`config.mk`:
```
export PLATFORM = sky130hd
export DESIGN_NAME = pls_cell
export DESIGN_NICKNAME = d
export VERILOG_FILES = /design/src/rtl/positional_list_store_defines.svh /design/src/rtl/pls_pkg.sv /design/src/rtl/pls_cell.sv
export SDC_FILE = /design/constraint.sdc
export NUM_CORES = 1
export LEC_CHECK = 0
export BUFFER_PORTS_ARGS = -buffer_cell sky130_fd_sc_hd__buf_4
export CORE_MARGIN = 2
export CORE_UTILIZATION = 38
export DETAILED_ROUTE_END_ITERATION = 8
export PLACE_DENSITY_LB_ADDON = 0.15
export SLEW_MARGIN = 20
export SYNTH_ARGS = -nofsm -noshare
export SYNTH_HDL_FRONTEND = slang
export SYNTH_SLANG_ARGS = --single-unit
```
`constraint.sdc`:
```
create_clock -name clk -period 2.52 [get_ports clk]
set_input_delay 0.504 -clock clk [delete_from_list [all_inputs] [get_ports clk]]
set_output_delay 0.504 -clock clk [all_outputs]
set_load 0.005 [all_outputs]
```
`src/rtl/positional_list_store_defines.svh`:
```
// ---------------------------------------------------------------------------
// Positional list store: assertion macros
// Shared property wrappers, clocked on clk; PLS_ASSERT is gated by arst_n.
// ---------------------------------------------------------------------------
`ifndef POSITIONAL_LIST_STORE_DEFINES_SVH
`define POSITIONAL_LIST_STORE_DEFINES_SVH

// checked only while out of reset
`define PLS_ASSERT(lbl, prop, msg) \
	lbl: assert property (@(posedge clk) disable iff (!arst_n) prop) else $error(msg);

// checked on every edge, reset included
`define PLS_ASSERT_ALWAYS(lbl, prop, msg) \
	lbl: assert property (@(posedge clk) prop) else $error(msg);

`endif

```
`src/rtl/pls_pkg.sv`:
```
// ---------------------------------------------------------------------------
// pls_pkg
// Types, sizes and codes shared by the positional list store.
// ---------------------------------------------------------------------------
package pls_pkg;

	localparam int CAPACITY   = 64;
	localparam int CNT_W      = $clog2(CAPACITY + 1);
	localparam int IDX_W      = (CAPACITY > 1) ? $clog2(CAPACITY) : 1;
	localparam int POS_W      = 7;
	localparam int OUT_CNT_W  = 7;
	localparam int CMP_W      = ((CNT_W > POS_W) ? CNT_W : POS_W) + 1;
	localparam int GROUP_SIZE = 8;
	localparam int NUM_GROUPS = (CAPACITY + GROUP_SIZE - 1) / GROUP_SIZE;
	localparam int PAD_DEPTH  = NUM_GROUPS * GROUP_SIZE;

	// opcodes
	localparam logic [1:0] OP_INSERT  = 2'd0;
	localparam logic [1:0] OP_DELETE  = 2'd1;
	localparam logic [1:0] OP_GET     = 2'd2;
	localparam logic [1:0] OP_REPLACE = 2'd3;

	// status codes
	localparam logic [1:0] STAT_OK     = 2'd0;
	localparam logic [1:0] STAT_FULL   = 2'd1;
	localparam logic [1:0] STAT_BADPOS = 2'd2;
	localparam logic [1:0] STAT_EMPTY  = 2'd3;

	// what a cell does this cycle
	localparam logic [1:0] CELL_HOLD   = 2'd0;
	localparam logic [1:0] CELL_INSERT = 2'd1;
	localparam logic [1:0] CELL_DELETE = 2'd2;
	localparam logic [1:0] CELL_WRITE  = 2'd3;

	typedef struct packed {
		logic [31:0] passenger;
		logic [7:0]  prio;
	} entry_t;

	// broadcast from the control to every cell
	typedef struct packed {
		logic [1:0]       kind;
		logic             rd;
		logic [IDX_W-1:0] idx;
		entry_t           data;
	} cell_ctl_t;

	typedef struct packed {
		logic [6:0]  pad;
		logic [7:0]  priority_in;
		logic [31:0] passenger_in;
		logic [6:0]  position;
		logic [1:0]  opcode;
	} in_item_t;

	typedef struct packed {
		logic [3:0]           pad;
		logic                 past_end;
		logic                 is_full;
		logic                 is_empty;
		logic [OUT_CNT_W-1:0] entry_count;
		logic [7:0]           priority_out;
		logic [31:0]          passenger_out;
		logic [1:0]           status;
	} out_item_t;

endpackage

```
`src/rtl/pls_cell.sv`:
```
// ---------------------------------------------------------------------------
// pls_cell
// One list slot: takes its left or right neighbor on insert or delete.
// ---------------------------------------------------------------------------
module pls_cell (
	input  logic                     clk,
	input  logic [pls_pkg::IDX_W-1:0] my_index,
	input  pls_pkg::cell_ctl_t       ctl,
	input  pls_pkg::entry_t          prev_data,
	input  pls_pkg::entry_t          next_data,
	output pls_pkg::entry_t          data,
	output pls_pkg::entry_t          rd_data
);

	pls_pkg::entry_t data_q;
	pls_pkg::entry_t data_nxt;
	logic            is_eq;
	logic            is_gt;

	assign is_eq = (my_index == ctl.idx);
	assign is_gt = (my_index > ctl.idx);

	always_comb begin
		data_nxt = data_q;
		unique case (ctl.kind)
			pls_pkg::CELL_INSERT: begin
				if (is_gt) begin
					data_nxt = prev_data;
				end else if (is_eq) begin
					data_nxt = ctl.data;
				end
			end
			pls_pkg::CELL_DELETE: begin
				if (is_gt || is_eq) begin
					data_nxt = next_data;
				end
			end
			pls_pkg::CELL_WRITE: begin
				if (is_eq) begin
					data_nxt = ctl.data;
				end
			end
			default: begin
				data_nxt = data_q;
			end
		endcase
	end

	always_ff @(posedge clk) begin
		data_q <= data_nxt;
	end

	assign data    = data_q;
	assign rd_data = (ctl.rd && is_eq) ? data_q : '0;

endmodule

```
### Yosys cells after proc, flatten, opt, wreduce, memory -nomap -nowiden

Cells that the tools add are included.

| storage, ports and cells | value |
|---|---|
| bits in registers | 40 |
| memories kept | 0 |
| word-level logic and storage cells | 17 |
| output and inout port bits | 80 |
| memory bits (writable) | 0 |
| latch bits | 0 |
| input port bits | 136 |
| memory bits (read-only) | 0 |

| operators by class | value |
|---|---|
| divide/modulo/power cells | 0 |
| shifts and indexed selects | 0 |
| bitwise operators | 0 |
| reductions and logical operators | 4 |
| equality and inequality tests | 5 |
| muxes and demuxes | 5 |
| add/sub/neg operators | 0 |
| $lt $le $gt $ge | 1 |
| multiply operators | 0 |

Operator list:

| operator | number |
|---|---|
| $mux W40 | 4 |
| $pmux W40 S3 | 1 |
| $eq A6 B6 Y1 | 1 |
| $gt A6 B6 Y1 | 1 |
| $eq A2 B2 Y1 const B | 2 |
| $reduce_bool A3 Y1 | 1 |
| $eq A2 B1 Y1 const B | 1 |
| $ne A2 B2 Y1 const B | 1 |
| $reduce_and A2 Y1 | 1 |
| $logic_and A1 B1 Y1 | 1 |
| $logic_or A1 B1 Y1 | 1 |

### Logic depth before layout (Yosys ltp)

| depth | value |
|---|---|
| depth in word-level cells | 4 |
| mapped depth | 8 |
| gate-level depth less buffers | 7 |

### Worst setup path before layout

Ideal clock, no wire load.

| timing path | value |
|---|---|
| path kind | input-to-reg |
| from | input ctl[45] (netlist name) |
| to | register data_q (netlist bit data[0]) (enable) |
| slack | -0.220 ns |
| path buffers | 0 |
| stages | 6 |
| library setup time | 0.404 ns |
| data required time | 2.116 ns |
| data arrival time | 2.336 ns |
| path through | inv_1 > ha_1 > nand4_2 > o221ai_2 > o21ai_0 > nand2b_1 |

| on the way | value |
|---|---|
| cells in the longest elaborated chain, start to end | 4 |
| elaborated cells on any way between the ends | 5 |
| classes of those cells | 1 x order compare; 2 x eq/ne; 2 x reduce/logical |

Ends and longest elaborated chain:

| item | line | source |
|---|---|---|
| start, declared | pls_cell.sv:8 | `input pls_pkg::cell_ctl_t ctl,` |
| $gt A6 B6 Y1 / $eq A6 B6 Y1 (equally long branches) | pls_cell.sv:21, pls_cell.sv:20 |  |
| $logic_or A1 B1 Y1 * | pls_cell.sv:34 | `if (is_gt \|\| is_eq) begin` |
| $ne A2 B2 Y1 (no source line) * | - |  |
| $reduce_and A2 Y1 (no source line) * | - |  |
| end signal, assigned | pls_cell.sv:50 | `data_q <= data_nxt;` |
| end, declared | pls_cell.sv:15 | `pls_pkg::entry_t data_q;` |

Mark *: on every way between the ends. The rest lies on a longest branch, timed or not.
A chain may end at the register's enable or synchronous reset.

==> run metrics <==
Pwr per Cell Area=430 mW/mm^2; Area Growth Syn to Fin=64.2%; top-count cell post-synth=nand2_1; normalized max-slew margin=about 69%; Worst setup startpoint=my_index[5]; filler instances=about 630; metal2 WL=5.10 mm; vias in the first global route=3,113; chip width=between 90 and 100 um; placed insts=602; worst slew pin tran=about 0.47 ns; DP Area=just under 0.005 mm^2; wire per inst=16.4 um; RR Startpoint=data[24]$_DFFE_PP_; GRT Overall Usage=21.9%; total CTS buffers=5; Avg Cell Area, Syn=10.3 um^2; Overflow after GRT=0; P_leak=2.38 nW; std cell rows=32; post-synthesis cell area=0.00304 mm^2; Unique masters post-synth=20; r2r setup slk=1.54 ns; max FFs per register=40; share of layout cells above drive strength 1=56.6%; Crit Path Category=input pin to output port; Initial Utilization=39.4%; final worst path period need=2.41 ns; hold path depth=3; Final period util=95.5%; CP max FO=13; clock skew=0 ns; multi-input logic area=0.00171 mm^2; Ant. Diodes=0; pin count of the biggest net entering global routing=41; total die area=0.00874 mm^2; first-pass GRT wire length=between 15 and 20 mm; core area=roughly 0.0077 mm^2; routed vias/inst=slightly above 5; HP Class=input pin to flop; CP cell instances=buf_4 -> ha_1 -> nand4_4 -> nor2_4 -> buf_12 -> buf_4 -> and3_1 -> buf_4; WL met1=about 4.1 mm; crit-path max cell delay=0.35 ns; asr flop ratio synth=0%; routability cong.=0.751; slowest cell on the critical path=ha_1; Worst-path clk slew=0.08 ns; startpoint types=input pin; Port Buffer Count=215; Worst R2R Path Depth=2; Final ANT Viol Nets=0; area occupied by registers=about 0.0012 mm^2; Fin Hold WS=0.485 ns; CTS tree=built; Pre-antenna DRT Iters=4; status=completed; Worst IR Drop VDD=0.000201 V; fin. max-slew vios=0; total power draw=2.15 mW; #FFs+latches synth=40; clock root buffer master=clkbuf_8; DR iter-0 viols=94; top post-synthesis cells by area=edfxtp_1, o211ai_2, mux2i_1; Post-synth EDFFs=40; CTS max path bufs=2; Final Non-Filler Cells=609; Final Instance Area=0.00500 mm^2; final HPWL from detailed placement=7.54 mm; Synth Flop Type=edfxtp_1; Remaining DRCs=0; initial antenna violation count=0; # clock sinks=40; CP Capture Type=output port; # IOs=approximately 220; latest clock arrival within the worst-skew pair=0.29 ns; final hold viol count=0; count of final setup violators=0; dominant cell type by area after synthesis=edfxtp_1; post-synth top area share=39.5%; Ys Warns=0; CTS H-tree lvls=2; Fin Setup TNS=0 ns; Peak Freq=0.415 GHz; max_cap viols=0; net count after synthesis=about 440; CP arrival=about 1.9 ns; DR vias=between 3,000 and 4,000; drt total wl=10.0 mm; cell repeated most along the worst path=buf_4; Syn Inst Count=295; hold path startpoint=next_data[35]; unrepaired setup endpoints after global routing=no; final net count=roughly 650; sequential fraction of the synthesis area=just under 40%; uppermost layer routed=met4; Req. time, crit path=2.02 ns; DIE HEIGHT=93.5 um; DR WL met3=702 um
## what timing repair did
action / CTS / global route
hold buffers: 0 / 0
resized for setup: 0 / 1
buffers inserted: 0 / 0
endpoints found under the setup margin: 0 / 9
## per-layer routing
layer / vias up / global-route usage [%]
li1: 1533 / -
met1: 1462 / 26.3
met2: 127 / 39.9
met3: 9 / 4.92
met4: 0 / 4.78
met5: - / 0
## layout make-up
class,count,area share [%]
clock buffer,6,1.45
clock inverter,1,0.100
inverter,7,0.526
multi-input combinational,219,34.2
sequential,40,24.0
tap,102,2.55
timing repair buffer,234,37.2
## through the flow
| stage | util [%] | setup WS [ns] |
|---|---|---|
| 4_1_cts | 64.5 | 0.0631 |
| 3_5_place_dp | 63.5 | 0.0284 |
| 2_1_floorplan | - | 0.197 |
| 3_3_place_gp | 63.5 | 0.0862 |
| 6_report | 64.7 | 0.113 |
| 5_1_grt | 64.7 | 0.0204 |
## path summary, 6_finish.rpt
check	end
hold reg to reg	data[26]$_DFFE_PP_
setup reg to reg	data[24]$_DFFE_PP_
hold / removal	data[35]$_DFFE_PP_
setup / recovery	rd_data[15]
## critical path, delay by kind of cell
family	cells	cell delay, ns
adder cells (fa/ha/maj)	1	0.35
AND/OR/NAND/NOR	3	0.50
buffers and inverters	4	0.55
## power by group
part           internal [mW]  leakage [nW]  switching (mW)
Sequential             0.875         0.407          0.0788
Combinational          0.443          1.93           0.336
Clock                  0.189        0.0410           0.227
## cell usage in the layout, fill, tap and decap left out
cell type,count
nand2_1,42
nand3_1,40
buf_4,226
o22a_2,1
clkbuf_8,5
mux2i_1,40
and3_1,40
nand2b_2,1
a21oi_1,3
o221ai_4,1
clkbuf_1,1
ha_1,6
nor2_4,2
buf_12,8
o211ai_2,40
nand4_4,1
o21ai_0,1
clkinv_2,1
inv_1,7
nor2b_4,1
edfxtp_1,40
## cells by family (layout without fill, tap and decap cells)
logic type	count (synthesis)	count (layout)	share of synthesized area, %
AOI/OAI and AO/OA	46	46	17.9
adders and majority gates	6	6	2.47
buffers and inverters	36	248	5.59
DFF	40	40	39.5
muxes	40	40	13.2
and+or+nand+nor	127	127	21.4
Power figures use the tool's default switching activity.
