## config.mk

```make
export PLATFORM = sky130hd
export DESIGN_NAME = pls_reduce
export DESIGN_NICKNAME = d
export VERILOG_FILES = /design/src/rtl/positional_list_store_defines.svh /design/src/rtl/pls_pkg.sv /design/src/rtl/pls_reduce.sv
export SDC_FILE = /design/constraint.sdc
export NUM_CORES = 1
export LEC_CHECK = 0
export BUFFER_PORTS_ARGS = -buffer_cell sky130_fd_sc_hd__clkbuf_2
export CAP_MARGIN = 0
export CORE_AREA = 2 2 142 144
export DETAILED_ROUTE_END_ITERATION = 7
export DIE_AREA = 0 0 144 146
export GPL_TIMING_DRIVEN = 1
export PLACE_DENSITY = 0.39
export SETUP_SLACK_MARGIN = 0.15
export SYNTH_ARGS = -nofsm -noshare
export SYNTH_HDL_FRONTEND = slang
export SYNTH_SLANG_ARGS = --single-unit
```

## constraint.sdc

```tcl
create_clock -name clk -period 1 [get_ports clk]
set_clock_uncertainty 0.15 [all_clocks]
set_input_delay 0.1 -clock clk [delete_from_list [all_inputs] [get_ports clk]]
set_output_delay 0.1 -clock clk [all_outputs]
set_load 0.005 [all_outputs]
```

## src/rtl/positional_list_store_defines.svh

```systemverilog
// ---------------------------------------------------------------------------
// Positional list store: assertion macros
// Shared property wrappers, clocked on clk; PLS_ASSERT is gated by arst_n.
// ---------------------------------------------------------------------------
`ifndef POSITIONAL_LIST_STORE_DEFINES_SVH
`define POSITIONAL_LIST_STORE_DEFINES_SVH

// checked only while out of reset
`define PLS_ASSERT(lbl, prop, msg) \
	lbl: assert property (@(posedge clk) disable iff (!arst_n) prop) else $error(msg);

// checked on every edge, reset included
`define PLS_ASSERT_ALWAYS(lbl, prop, msg) \
	lbl: assert property (@(posedge clk) prop) else $error(msg);

`endif

```

## src/rtl/pls_pkg.sv

```systemverilog
// ---------------------------------------------------------------------------
// pls_pkg
// Types, sizes and codes shared by the positional list store.
// ---------------------------------------------------------------------------
package pls_pkg;

	localparam int CAPACITY   = 64;
	localparam int CNT_W      = $clog2(CAPACITY + 1);
	localparam int IDX_W      = (CAPACITY > 1) ? $clog2(CAPACITY) : 1;
	localparam int POS_W      = 7;
	localparam int OUT_CNT_W  = 7;
	localparam int CMP_W      = ((CNT_W > POS_W) ? CNT_W : POS_W) + 1;
	localparam int GROUP_SIZE = 8;
	localparam int NUM_GROUPS = (CAPACITY + GROUP_SIZE - 1) / GROUP_SIZE;
	localparam int PAD_DEPTH  = NUM_GROUPS * GROUP_SIZE;

	// opcodes
	localparam logic [1:0] OP_INSERT  = 2'd0;
	localparam logic [1:0] OP_DELETE  = 2'd1;
	localparam logic [1:0] OP_GET     = 2'd2;
	localparam logic [1:0] OP_REPLACE = 2'd3;

	// status codes
	localparam logic [1:0] STAT_OK     = 2'd0;
	localparam logic [1:0] STAT_FULL   = 2'd1;
	localparam logic [1:0] STAT_BADPOS = 2'd2;
	localparam logic [1:0] STAT_EMPTY  = 2'd3;

	// what a cell does this cycle
	localparam logic [1:0] CELL_HOLD   = 2'd0;
	localparam logic [1:0] CELL_INSERT = 2'd1;
	localparam logic [1:0] CELL_DELETE = 2'd2;
	localparam logic [1:0] CELL_WRITE  = 2'd3;

	typedef struct packed {
		logic [31:0] passenger;
		logic [7:0]  prio;
	} entry_t;

	// broadcast from the control to every cell
	typedef struct packed {
		logic [1:0]       kind;
		logic             rd;
		logic [IDX_W-1:0] idx;
		entry_t           data;
	} cell_ctl_t;

	typedef struct packed {
		logic [6:0]  pad;
		logic [7:0]  priority_in;
		logic [31:0] passenger_in;
		logic [6:0]  position;
		logic [1:0]  opcode;
	} in_item_t;

	typedef struct packed {
		logic [3:0]           pad;
		logic                 past_end;
		logic                 is_full;
		logic                 is_empty;
		logic [OUT_CNT_W-1:0] entry_count;
		logic [7:0]           priority_out;
		logic [31:0]          passenger_out;
		logic [1:0]           status;
	} out_item_t;

endpackage

```

## src/rtl/pls_reduce.sv

```systemverilog
// ---------------------------------------------------------------------------
// pls_reduce
// Registered OR of one group of masked cell reads.
// ---------------------------------------------------------------------------
module pls_reduce (
	input  logic                                  clk,
	input  logic                                  load,
	input  pls_pkg::entry_t [pls_pkg::GROUP_SIZE-1:0] lanes,
	output pls_pkg::entry_t                       group_or
);

	pls_pkg::entry_t or_q;
	pls_pkg::entry_t or_d;

	always_comb begin
		or_d = '0;
		for (int i = 0; i < pls_pkg::GROUP_SIZE; i++) begin
			or_d = or_d | lanes[i];
		end
	end

	always_ff @(posedge clk) begin
		if (load) begin
			or_q <= or_d;
		end
	end

	assign group_or = or_q;

endmodule

```

---- Word-level counts from Yosys, hierarchy flattened ----
Cells that the tools add are included.
W data, S select, Z words.
storage, ports and cells
  register bits after elaboration ......... 40
  input bits .............................. 322
  output and inout port bits .............. 40
  word-level logic and storage cells ...... 9
operators by class
  bitwise operators ....................... 7
operators by type and width
  kind             count
  $or A40 B40 Y40  7

---- Logic depth before layout (Yosys ltp) ----
Gate-level depths: netlist of run 1.
  word-level depth ........................ 7
  gate-level depth with buffers ........... 2
  depth with buffers taken out ............ 2

---- Least setup slack after synthesis of run 1 ----
Ideal clock, no wire load.
  path kind ............................... in2reg
  from .................................... input port lanes[40] (netlist bit)
  to ...................................... register or_q (netlist bit group_or[0]) (data pin)
  setup time .............................. 0.263 ns
  arrival ................................. 0.406 ns
  required time ........................... 0.587 ns
  setup slack ............................. 0.181 ns
  stages .................................. 2
  cell sequence ........................... nor4_1 nand2_1
RTL lines
  what                    line              source
  start: declaration      pls_reduce.sv:8   input pls_pkg::entry_t [pls_pkg::GROUP_SIZE-1:0] lanes,
  end signal: assignment  pls_reduce.sv:24  or_q <= or_d;
  end: declaration        pls_reduce.sv:12  pls_pkg::entry_t or_q;

---- Worst setup path after layout of run 1 ----
  from .................................... register or_q (netlist bit group_or[24])
  to ...................................... output port group_or[24] (netlist bit)
RTL lines
  what              line             source
  end: declaration  pls_reduce.sv:9  output pls_pkg::entry_t group_or
No word-level cell between the ends.

==> results of run 1 <==
path summary, 6_finish.rpt:
| path | start | cells past startpoint | slack (ns) | endpoint |
|---|---|---|---|---|
| setup / recovery | group_or[24]$_DFFE_PP_ | 1 | -0.06 | group_or[24] |
| hold / removal | lanes[286] | 3 | -0.08 | group_or[6]$_DFFE_PP_ |
kinds of logic (layout without fill, tap and decap cells):
family	after synthesis	after routing
simple gates	120	120
flops	40	40
buf+inv	0	373
through the flow:
stage            util  cell area, µm²  hold slack, ns
6_report       0.2166            4188        -0.08381
5_1_grt        0.2166            4188        -0.08359
2_1_floorplan       -            1852         0.06250
3_3_place_gp   0.2092            4045          0.2089
3_5_place_dp   0.2092            4045          0.2155
4_1_cts        0.2166            4188        -0.09968
per-layer routing:
| metal | up-vias | share of wire |
|---|---|---|
| met5 | - | 0 |
| met4 | 0 | 0.019 |
| met3 | 12 | 0.089 |
| met2 | 185 | 0.53 |
| met1 | 1200 | 0.37 |
| li1 | 1425 | - |
Yosys cell counts:
library cell   n  area share
nor4_1        80        0.27
nand2_1       40       0.081
edfxtp_1      40        0.65
cell type report:
type / count / area (µm²) / area share
Multi-Input combinational cell: 120 / 656.9 / 0.1569
Clock buffer: 7 / 132.6 / 0.03167
Timing Repair Buffer: 365 / 1862 / 0.4446
Tap cell: 265 / 331.6 / 0.07918
Sequential cell: 40 / 1201 / 0.2868
Clock inverter: 1 / 3.754 / 0.0008963
what timing repair did:
action	4_1_cts	5_1_grt
endpoints found under the hold margin	40	40
gates resized for setup	1	3
endpoints found under the setup margin	41	40
cell usage in the layout (no fill, tap or decap), drive strengths merged:
cell / count
buf: 7
clkbuf: 365
clkinv: 1
edfxtp: 40
nand2: 40
nor4: 80
power groups by stage:
stage	clock network, µW	registers (µW)	logic (µW)
floorplan	0	2000	60.3
global placement	0	1990	868
detailed placement	0	1990	869
CTS	1730	1950	876
global route	1760	1960	951
finish	1590	1950	856
==> out/metrics.csv, run 1 <==
metric,value,unit
status,"complete, but fails checks",
violations,"hold timing, setup timing",
avgSynthCellArea,11.57,µm²
yosys.area_share.simple,0.3514,
worstPathCellList,clkbuf_2,
grtUsageMet1,0.09182,
synth-seq-cells,40,
postCtsSetupBuffers,0,
arrival,0.81,ns
drv_cap,0,
worst_slack,-0.06289,ns
switchingPower,995.6,µW
vias_per_cell,3.536,
place.gp.congestion,0.7793,
syn_to_final_growth,126.1,%
grt_setup_unrepaired,true,
synth_cells,160,
n_antenna_cell,0,
routedWlPerCell,12.47,µm
pre_cts_ws,-0.1980,ns
drc,0,
die_width,144,µm
total_power,4392,µW
post-route-min-period,1.063,ns
die_y,146,µm
cts_tree,yes,
syn_nets,482,
io_pins,362,
largest_reg_flops,40,
drt_pass1_iterations,4,
power_frac_seq,0.444,
slew_headroom,0.7364,
grt_max_degree,22,
nNetsFinal,854,
synth_top_family_by_area,simple AND/OR/NAND/NOR gates,
cts.sinks,40,
instances_no_fill,798,
use_met3,0.01843,
slew_viol_final,0,
antenna_left,0,
synth-xor-area-share,0,
clk_pin_slew,0.06,ns
via_count,2822,
synth_warnings,0,
cp_data_required_time,0.75,ns
wl,9948,µm
critPathKind,flop to output pin,
critPathMaxStageDelay,0.39,ns
end_kind,output pin,
htreeDepth,2,
holdWs,-0.08381,ns
layout-drive-gt1-share,0.6961,
synth_compound_area_frac,0,
finalCritPeriodShare,1.063,
powerDensity,1049,mW/mm²
synth_seq_area_share,0.6486,
pwr-share-clk,0.361,
dp_cells,790,
p_sw_frac,0.2267,
critPathMaxFanout,1,
first_iter_violations,38,
grt_pass1_vias,2798,
ys_types,3,
root_buffer,clkbuf_16,
clk_path_buf_depth,2,
start_kind,flop,
grt.total_usage,0.08804,
syn_area,0.001852,mm²
top_usage_layer,met2,
power_frac_comb,0.195,
core_area,0.01933,mm²
hold_viol,40,
start_util,0.09577,
p_int,3397,µW
muxShareOfSynthArea,0,
grt_overflow,0,
numCtsBuffers,5,
worst_slew_pin_slew,0.3918,ns
worst_ir_drop_vdd,0.4819,mV
fmax,0.9408,GHz
fillerInstances,2157,
grt_antenna_before_repair,0,
dp_hpwl,9056,µm
cpMaxStageDelayCell,edfxtp_1,
rows,51,
grtUsageMet2,0.1676,
fin_setup_tns,-1.038,ns
setup_viol,40,
path_buf_inv,1,
die-area,0.02102,mm²
min_path_type,input pin to flop,
grt_pass1_wl,13820,µm
portBuffers,361,
crit_family,flip-flops,
p_leak,0.002041,µW
synthAdderAreaFrac,0,
No activity file was read; power rests on OpenSTA's default activity.
==> inputs of run 2 (changes only) <==
- clock period: 1 -> 1.09 ns (I/O delays scaled with it)
==> run 2 against run 1 <==
Worst hold slack better by 0.0058 ns. The run ends with hold timing left. Core utilization unchanged. Die area unchanged. Sequential share of layout area unchanged. Setup slack better by 0.081 ns. Critical path type unchanged. Design area unchanged.
==> out/metrics.csv, run 2 (synthesis gave the netlist of run 1 again) <==
metric,value,unit
status,"complete, but fails checks",
violations,hold timing,
clk_pin_slew,0.06,ns
die_y,146,µm
holdWs,-0.07797,ns
n_antenna_cell,0,
die_width,144,µm
min_to,group_or[6]$_DFFE_PP_,
layout-drive-gt1-share,0.6942,
io_pins,362,
dpl_cell_area,0.004045,mm²
arrival,0.81,ns
core_area,0.01933,mm²
die-area,0.02102,mm²
drc,0,
path_buf_inv,1,
largest_reg_flops,40,
end_kind,output pin,
syn_to_final_growth,126.1,%
first_iter_violations,70,
grt_antenna_before_repair,0,
cp_data_required_time,0.83,ns
design_area,0.004188,mm²
fillerInstances,2151,
start_util,0.09577,
worst_slew_pin_slew,0.4215,ns
finalCritPeriodShare,0.9831,
worst_slack,0.01838,ns
critPathKind,flop to output pin,
grt_pass1_wl,13830,µm
powerDensity,967.8,mW/mm²
crit_family,flip-flops,
slew_viol_final,0,
grt.total_usage,0.08777,
via_count,2823,
wl,10030,µm
critPathMaxFanout,1,
slew_headroom,0.7164,
nNetsFinal,854,
grt_setup_unrepaired,true,
start_kind,flop,
grt_pass1_vias,2799,
antenna_left,0,
holdPathStages,3,
critPathMaxStageDelay,0.39,ns
grt_max_degree,22,
final_util,0.2166,
min_path_type,input pin to flop,
clk_path_buf_depth,2,
min_from,lanes[286],
hold_viol,40,
fmax,0.9332,GHz
final_common_cell,clkbuf_2,
grt_overflow,0,
htreeDepth,2,
drv_cap,0,
pre_cts_ws,-0.07599,ns
worstPathCellList,clkbuf_2,
routedWlPerCell,12.57,µm
cts_tree,yes,
numCtsBuffers,5,
p_leak,0.002039,µW
rows,51,
cpMaxStageDelayCell,edfxtp_1,
portBuffers,361,
setup_viol,0,
place.gp.congestion,0.7773,
worst_ir_drop_vdd,0.4343,mV
root_buffer,clkbuf_16,
drt_pass1_iterations,4,
mostFrequentLayoutCells,"clkbuf_2, nor4_1, nand2_1, edfxtp_1, buf_2",
dp_hpwl,9057,µm
vias_per_cell,3.538,
postCtsSetupBuffers,0,
cts.sinks,40,
post-route-min-period,1.072,ns
[run 2: cell types whose count changed in the layout (fill, tap and decap cells not counted)]
cell	previous run	this run
buf_2	3	20
nor4_1	79	80
nor4_2	1	0
clkbuf_2	358	340
buf_6	0	1
[run 2: layer usage]
| metal | GRT usage | vias up | share of wire |
|---|---|---|---|
| li1 | - | 1423 | - |
| met1 | 0.09263 | 1204 | 0.37 |
| met2 | 0.1667 | 186 | 0.53 |
| met3 | 0.01909 | 10 | 0.084 |
| met4 | 0.03382 | 0 | 0.016 |
| met5 | 0 | - | 0 |
[run 2: area by class of cell]
cell class	count	area, µm²	area share
Timing Repair Buffer	365	1868	0.4461
Sequential cell	40	1201	0.2868
Multi-Input combinational cell	120	650.6	0.1554
Tap cell	265	331.6	0.07918
Clock buffer	7	132.6	0.03167
Clock inverter	1	3.754	0.0008963
[run 2: timing repair]
action,in CTS,in global routing
setup endpoints to repair,40,40
hold endpoints to repair,40,40
pin swaps,0,0
resized for setup,0,23
[run 2: how the worst max path moves through the flow]
stage                      startpoint                endpoint  slack (ns)  cells past startpoint
2_1_floorplan               lanes[40]   group_or[0]$_DFFE_PP_        0.26                      2
3_3_place_gp               lanes[212]  group_or[12]$_DFFE_PP_       -0.12                      4
3_5_place_dp               lanes[212]  group_or[12]$_DFFE_PP_       -0.08                      4
4_1_cts        group_or[23]$_DFFE_PP_            group_or[23]       -0.02                      1
5_1_grt        group_or[23]$_DFFE_PP_            group_or[23]       -0.02                      1
6_report       group_or[11]$_DFFE_PP_            group_or[11]        0.02                      1
[run 2: where the power goes]
| group | internal (µW) | switching (µW) | total, µW |
|---|---|---|---|
| sequential | 1770 | 21.6 | 1790 |
| clock | 845 | 627 | 1470 |
| combinational | 508 | 285 | 792 |
| total | 3120 | 934 | 4050 |
[run 2: metrics by stage]
step / setup TNS, ns / power, µW / std cells
CTS: -0.02948 / 4189 / 798
detailed placement: -0.07599 / 2624 / 790
finish: 0 / 4053 / 798
global placement: -0.1456 / 2620 / 790
global route: -0.06792 / 4290 / 798
floorplan: 0 / 1889 / 160
==> inputs of run 3 (changes only) <==
- ABC_AREA: default -> 1
- CORE_AREA: 2 2 142 144 -> 2 2 139 141
- DIE_AREA: 0 0 144 146 -> 0 0 141 143
- PLACE_DENSITY: 0.39 -> 0.49
==> run 3 against run 2 <==
The flow still finishes with violations (hold timing). Maximum frequency grew 0.77%. Sequential share of layout area shrank 7.7 points. Via count grew 48%. Area after synthesis grew 86%. Highest routed layer unchanged. Worst hold slack gained 0.066 ns. Combinational power grew 40%. Design area grew 37%.
==> out/metrics.csv, run 3 <==
metric,value,unit
status,"complete, but fails checks",
violations,hold timing,
via_count,4170,
layout-drive-gt1-share,0.3640,
yosys.area_share.simple,0.3043,
synth_top_flop_cell,edfxtp_1,
grt_pass1_wl,17020,µm
syn_to_final_growth,65.91,%
synthTopCellsByCount,"inv_1, nand2_1, nor2_1, edfxtp_1",
syn_nets,962,
die_width,141,µm
rows,50,
synth_cells,640,
yosysTopAreaCellShare,0.3478,
avgSynthCellArea,5.396,µm²
dp_hpwl,10370,µm
synth-xor-area-share,0,
postCtsSetupBuffers,0,
holdWs,-0.01223,ns
multi_input_area,0.001051,mm²
switchingPower,1112,µW
grt_pass1_vias,3870,
io_pins,362,
setup_viol,0,
muxShareOfSynthArea,0,
first_iter_violations,46,
path_buf_inv,1,
wl,11210,µm
register_area,0.001201,mm²
grt_max_degree,21,
yosysMostFrequentCell,inv_1,
pwr-share-clk,0.334,
ys_types,4,
post-route-min-period,1.063,ns
power_frac_seq,0.410,
nNetsFinal,1332,
final_util,0.3084,
drv_cap,0,
cts_tree,yes,
antenna_left,0,
grt_overflow,0,
largest_reg_flops,40,
clk_pin_slew,0.06,ns
worstPathCellList,buf_2,
p_leak,0.004152,µW
final_common_cell,clkbuf_2,
instances_no_fill,1245,
die-area,0.02016,mm²
end_kind,output pin,
crit_cells,1,
synthAdderAreaFrac,0,
async_flop_share,0,
synth_top_family_by_area,buffers and inverters,
synth_seq_area_share,0.3478,
min_path_type,input pin to flop,
synth_edf_count,40,
place.gp.congestion,0.7383,
powerDensity,759.9,mW/mm²
yosys-top-cells-area,"edfxtp_1, inv_1, nand2_1",
drc,0,
crit_path_end,group_or[13],
grt_antenna_before_repair,0,
routedWlPerCell,9.001,µm
synth_top_area_cell,edfxtp_1,
fmax,0.9403,GHz
crit_family,flip-flops,
grt.total_usage,0.1080,
start_kind,flop,
synth_compound_area_frac,0,
synth_warnings,0,
arrival,0.80,ns
drt_pass1_iterations,3,
p_int,3242,µW
mostFrequentLayoutCells,"clkbuf_2, inv_1, nand2_1, nor2_1, edfxtp_1",
die_y,143,µm
clk_path_buf_depth,2,
grt_setup_unrepaired,true,
cts.sinks,40,
root_buffer,clkbuf_16,
critPathMaxFanout,1,
critPathMaxStageDelay,0.37,ns
syn_area,0.003453,mm²
cpMaxStageDelayCell,edfxtp_1,
vias_per_cell,3.349,
n_antenna_cell,0,
slew_viol_final,0,
numCtsBuffers,5,
synth-seq-cells,40,
power_frac_comb,0.256,
fillerInstances,2110,
slew_headroom,0.8067,
worst_ir_drop_vdd,0.4601,mV
finalCritPeriodShare,0.9756,
dp_cells,1237,
p_sw_frac,0.2554,
core_area,0.01858,mm²
critPathKind,flop to output pin,
worst_slew_pin_slew,0.2890,ns
portBuffers,361,
htreeDepth,2,
cp_data_required_time,0.83,ns
cp-startpoint,group_or[13]$_DFFE_PP_,
hold_viol,11,
start_util,0.1859,
## run 3: cell count changes after synthesis, sizes merged
cell	before	now
inv	0	320
nand2	40	200
nor2	0	80
nor4	80	0
## run 3: kinds of logic (layout without fill, tap and decap cells)
family / after synthesis / count (layout)
buffers and inverters: 320 / 691
flip-flops: 40 / 40
AND/OR/NAND/NOR: 280 / 280
## run 3: power groups by stage
stage | clock network, µW | registers (µW) | logic [µW]
2_1_floorplan | 0 | 1830 | 367
3_3_place_gp | 0 | 1820 | 1130
3_5_place_dp | 0 | 1820 | 1130
4_1_cts | 1570 | 1790 | 1140
5_1_grt | 1620 | 1800 | 1290
6_report | 1450 | 1790 | 1110
## run 3: final cells by class
cell class                      instances  area share
Inverter                              320      0.2097
Timing Repair Buffer                  363      0.3223
Sequential cell                        40      0.2097
Tap cell                              234     0.05110
Clock buffer                            7     0.02315
Clock inverter                          1   0.0006552
Multi-Input combinational cell        280      0.1834
## run 3: metal layers
layer | up-vias | GRT usage | wire, µm
met5 | - | 0 | 0
met3 | 13 | 0.04225 | 1218
met4 | 0 | 0.03000 | 172
met2 | 212 | 0.2110 | 5900
met1 | 1565 | 0.1052 | 3914
li1 | 2380 | - | -
## run 3: how the worst min path moves through the flow
stage,depth (start not counted),slack [ns],endpoint,from
6_report,5,-0.01,group_or[19]$_DFFE_PP_,lanes[99]
5_1_grt,5,-0.004,group_or[13]$_DFFE_PP_,lanes[53]
4_1_cts,5,-0.02,group_or[13]$_DFFE_PP_,lanes[93]
3_5_place_dp,5,0.29,group_or[18]$_DFFE_PP_,lanes[98]
3_3_place_gp,5,0.29,group_or[2]$_DFFE_PP_,lanes[82]
2_1_floorplan,0,0.07,group_or[0]$_DFFE_PP_,load
## run 3: metrics by stage
stage	setup slack, ns	hold WS [ns]	power, µW	TNS (ns)	area (µm²)
6_report	0.02654	-0.01223	4354	0	5729
3_5_place_dp	0.05276	0.2887	2957	0	5593
4_1_cts	-0.006604	-0.02453	4497	-0.01230	5729
5_1_grt	-0.02158	-0.003826	4707	-0.09235	5729
3_3_place_gp	0.04144	0.2853	2945	0	5593
2_1_floorplan	0.3747	0.07150	2201	0	3453
## run 3: timing repair
| item | CTS | global route |
|---|---|---|
| resized for setup | 0 | 19 |
| endpoints found under the setup margin | 40 | 40 |
| hold endpoints to repair | 29 | 1 |
| pin swaps | 0 | 0 |
